==> src/rtl/core/assert_macros.svh <==
// Assertion macros shared by the allocator RTL.
`ifndef ASSERT_MACROS_SVH
`define ASSERT_MACROS_SVH

// Same-cycle implication, checked outside reset.
`define ASSERT_IMPL(label, clk, rst_n, ante, cons) \
  label: assert property (@(posedge clk) disable iff (!(rst_n)) (ante) |-> (cons)) \
    else $error("assertion failed: same-cycle implication");

// Next-cycle implication, checked outside reset.
`define ASSERT_NEXT(label, clk, rst_n, ante, cons) \
  label: assert property (@(posedge clk) disable iff (!(rst_n)) (ante) |=> (cons)) \
    else $error("assertion failed: next-cycle implication");

`endif

==> src/rtl/core/bsfl_ram.sv <==
// Generic single-write, single-read RAM with registered read data.
module bsfl_ram #(
  parameter int WIDTH = 8,
  parameter int DEPTH = 16,
  localparam int ADDR_W = $clog2(DEPTH)
) (
  input  logic              clk,
  input  logic              wr_en,
  input  logic [ADDR_W-1:0] wr_addr,
  input  logic [WIDTH-1:0]  wr_data,
  input  logic              rd_en,
  input  logic [ADDR_W-1:0] rd_addr,
  output logic [WIDTH-1:0]  rd_data
);

  logic [WIDTH-1:0] mem_r [DEPTH];
  logic [WIDTH-1:0] rd_data_r;

  always_ff @(posedge clk) begin
    if (wr_en) begin
      mem_r[wr_addr] <= wr_data;
    end
    if (rd_en) begin
      rd_data_r <= mem_r[rd_addr];
    end
  end

  assign rd_data = rd_data_r;

endmodule

==> config.mk <==
export PLATFORM = sky130hd
export DESIGN_NAME = bsfl_ram
export DESIGN_NICKNAME = d
export VERILOG_FILES = /design/src/rtl/core/assert_macros.svh /design/src/rtl/core/bsfl_ram.sv
export SDC_FILE = /design/constraint.sdc
export NUM_CORES = 1
export LEC_CHECK = 0
export BUFFER_PORTS_ARGS = -buffer_cell sky130_fd_sc_hd__buf_2
export CAP_MARGIN = 25
export CELL_PAD_IN_SITES_DETAIL_PLACEMENT = 0
export CELL_PAD_IN_SITES_GLOBAL_PLACEMENT = 1
export CORE_UTILIZATION = 30
export CTS_BUF_LIST = sky130_fd_sc_hd__clkbuf_16
export DETAILED_ROUTE_END_ITERATION = 12
export GPL_TIMING_DRIVEN = 0
export PLACE_DENSITY = 0.53
export SLEW_MARGIN = 20
export SYNTH_ARGS = -nofsm -noshare
export SYNTH_HDL_FRONTEND = slang
export SYNTH_SLANG_ARGS = --single-unit
==> constraint.sdc <==
create_clock -name clk -period 1.8 [get_ports clk]
set_input_delay 0.36 -clock clk [delete_from_list [all_inputs] [get_ports clk]]
set_output_delay 0.36 -clock clk [all_outputs]
set_load 0.01 [all_outputs]
* Yosys cells after proc, flatten, opt, wreduce, memory -nomap -nowiden
Memories as Yosys holds them, arrays and structs flattened. A register that Yosys moved wholly into a read port is not among the register bits.
Cells that the tools add are included.
** Operators by class
- Mux-type cells :: 2
** Operators with widths (number)
- 2-to-1 mux 1 bit :: 2
** Word-level totals
- Flip-flop bits (word level) :: 0
- Bits in writable memories :: 128
- Bits of input ports :: 19
- Logic and storage cells :: 3
- Memories :: 1
** Memories
- mem_r :: words 16, bits a word 8, read ports 1, clocked after memory_dff 1, write ports 1, line bsfl_ram.sv:16 : logic [WIDTH-1:0] mem_r [DEPTH];

* Longest topological paths before layout
- Word-level depth :: 2
- Mapped depth :: 5
- Gate-level depth less buffers :: 3

* Worst setup path after synthesis
OpenSTA, ideal clock, no wires.
- Kind :: input port to flip-flop
- Start point :: in wr_addr[2]
- End point :: mem mem_r[0][0] (enable)
- Library setup time :: 383 ps
- Arrival time :: 1470 ps
- Setup slack :: -53 ps
- Stages on the path :: 2
- Buffers on the path :: 0
- Cells stage by stage :: or3b_2 -> nor3_1
** RTL lines
- from (decl) :: line bsfl_ram.sv:9 : input logic [ADDR_W-1:0] wr_addr,
- to (decl) :: line bsfl_ram.sv:16
No word-level cell before the write port.

* Worst setup path after layout
- Start point :: in wr_addr[2]
- End point :: mem mem_r[3][0] (enable)
No word-level cell before the write port.

==> reports/qor.csv <==
metric;value;unit
slowest_stage;nor2_1;
status;finished, final reports clean;
crit_fanout;8;
cts_hold_buf;0;
required;1840;ps
relSlewSlack;43.4;%
grt_pass1_wl;15600;microns
std_cell_rows;47;
num_vias;2365;
slew_viol_final;0;
rsz0062_at_grt;false;
ant_nets;0;
io_pins;27;
dpl_worst_slack;-326;ps
synth_area;5230;sq um
switching_share;20.1;%
synth_warnings;0;
gp_congestion;0.677;
wire_per_inst;20.7;microns
clockBufferDepth;2;
final_cell_mix;edfxtp_1, buf_2, mux4_2, clkbuf_16, a22oi_1;
cp-end-kind;flop;
tightest_slew;847;ps
initial_core_util;31.1;%
hold_class;input pin to flop;
finalSetupTns;0;ps
p_switching;1.43;mW
drive_gt1_share;29.0;%
clk_pin_slew;60;ps
die-area;18000;sq um
crit_path_start_kind;input pin;
htreeDepth;4;
finalCritPeriodShare;91.9;%
wl;10500;microns
firstDrtPassIters;4;
mostFrequentLayoutCell;edfxtp_1;
dpl.hpwl;6620;microns
arrival;1690;ps
fin_worst_skew;4.78;ps
path_cells;buf_2 > or3b_2 > nor2_1;
placed_area;5650;sq um
avgSynthCellArea;22.8;sq um
p_clk_share;44.8;%
peakVddDrop;0.000676;V
cts_resized;0;
post-route-util;36.8;%
portBuffers;25;
grt_overflow_total;0;
syn_inst;229;
nFillCells;1579;
yosysUniqueCellTypes;18;
post-route-min-period;1650;ps
clock-root-buffer;clkbuf_16;
seqPwrFrac;50.3;%
die_h;134;microns
drt-initial-drc-count;139;
via_per_inst;4.67;
setup_viol_count_final;0;
numCtsBuffers;17;
ys_ff_latch;136;
synth_nets;248;
syn2layout_area_growth;18.5;%
combPwrFrac;4.9;%
internal-power;5.69;mW
path_delay_family;simple AND/OR/NAND/NOR gates;
cts.sinks;136;
critical_path_buf_inv_count;1;
synthTopCellsByArea;edfxtp_1, mux4_2, mux4_1;
worstSkewPairLatency;410;ps
fin_area;6190;sq um
grt_pass1_vias;2433;
p_leak;2.03;nW
groute.usage.overall;12.8;%
critical_path.max_stage_delay;670;ps
yosys.area.top_type;edfxtp_1;
core_area;16800;sq um
worstSetupPathType;input pin to flop;
antenna_found_initial;0;
synth_top_area_share;78.1;%
grt_max_degree;17;
die_w;134;microns
finalHoldViolations;0;
cap_viol_max_count;0;
num-nets-final;292;
max_freq;604;MHz
cts_setup_buffers;0;
diodes;0;
ys_seq_area_share;78.1;%
drc_errors;0;
p_per_area;1150;nW/um^2
setup_slack;145;ps
cts_tree;built;
whs;274;ps
[kinds of logic after synthesis]
group / Yosys count / share of synthesized area [%]
DFF: 136 / 78.1
AOI/OAI and AO/OA: 16 / 2.30
buffers and inverters: 10 / 1.65
muxes: 32 / 14.8
and+or+nand+nor: 35 / 3.14
[metal layers]
layer | track usage [%] | up-vias | wire, microns
met4 | 6.25 | 0 | 195
met3 | 2.65 | 15 | 477
met2 | 19.7 | 63 | 4950
met5 | 0 | - | 0
li1 | - | 1067 | -
met1 | 17.3 | 1220 | 4840
[power by group through the flow]
| stage | combinational (mW) | clock (mW) | sequential, mW |
|---|---|---|---|
| 2_1_floorplan | 0.180 | 0 | 3.66 |
| 3_3_place_gp | 0.350 | 0 | 3.65 |
| 3_5_place_dp | 0.358 | 0 | 3.65 |
| 4_1_cts | 0.359 | 3.23 | 3.58 |
| 5_1_grt | 0.379 | 3.37 | 3.59 |
| 6_report | 0.348 | 3.19 | 3.58 |
[cell usage after synthesis]
| cell type | instances |
|---|---|
| or3b_2 | 1 |
| nand2_1 | 9 |
| buf_4 | 1 |
| buf_2 | 3 |
| nand3b_1 | 2 |
| and2_1 | 1 |
| nor2_1 | 13 |
| nand3_1 | 1 |
| nor2b_1 | 1 |
| mux4_2 | 18 |
| edfxtp_1 | 136 |
| nor3_1 | 4 |
| buf_6 | 3 |
| nand2b_1 | 2 |
| and2b_1 | 1 |
| mux4_1 | 14 |
| a22oi_1 | 16 |
| clkdlybuf4s25_2 | 3 |
[final timing paths]
path,startpoint,end,slack [ps],cells past startpoint
hold reg to reg,mem_r[8][2]$_DFFE_PP_,rd_data[2]$_DFFE_PP_,770,3
hold / removal,rd_en,rd_data[1]$_DFFE_PP_,270,1
setup reg to reg,mem_r[7][7]$_DFFE_PP_,rd_data[7]$_DFFE_PP_,270,3
setup / recovery,wr_addr[2],mem_r[3][0]$_DFFE_PP_,150,3
[per-stage QoR]
step / std cells / power [mW]
detailed placement: 474 / 4.01
global route: 506 / 7.34
floorplan: 229 / 3.84
CTS: 506 / 7.18
global placement: 474 / 4.00
finish: 506 / 7.12
[area by class of cell]
class	count	area, sq um	share of cell area, %
sequential	136	4080	66.0
multi-input combinational	83	1080	17.4
clock buffer	17	425	6.87
tap	220	275	4.45
timing repair buffer	25	125	2.02
clock inverter	15	119	1.92
buffer	10	86.3	1.39
[state kept, by name, indices dropped and copies added, names as in the netlist]
name	count
mem_r	128
rd_data	8
Power figures use the tool's default switching activity.
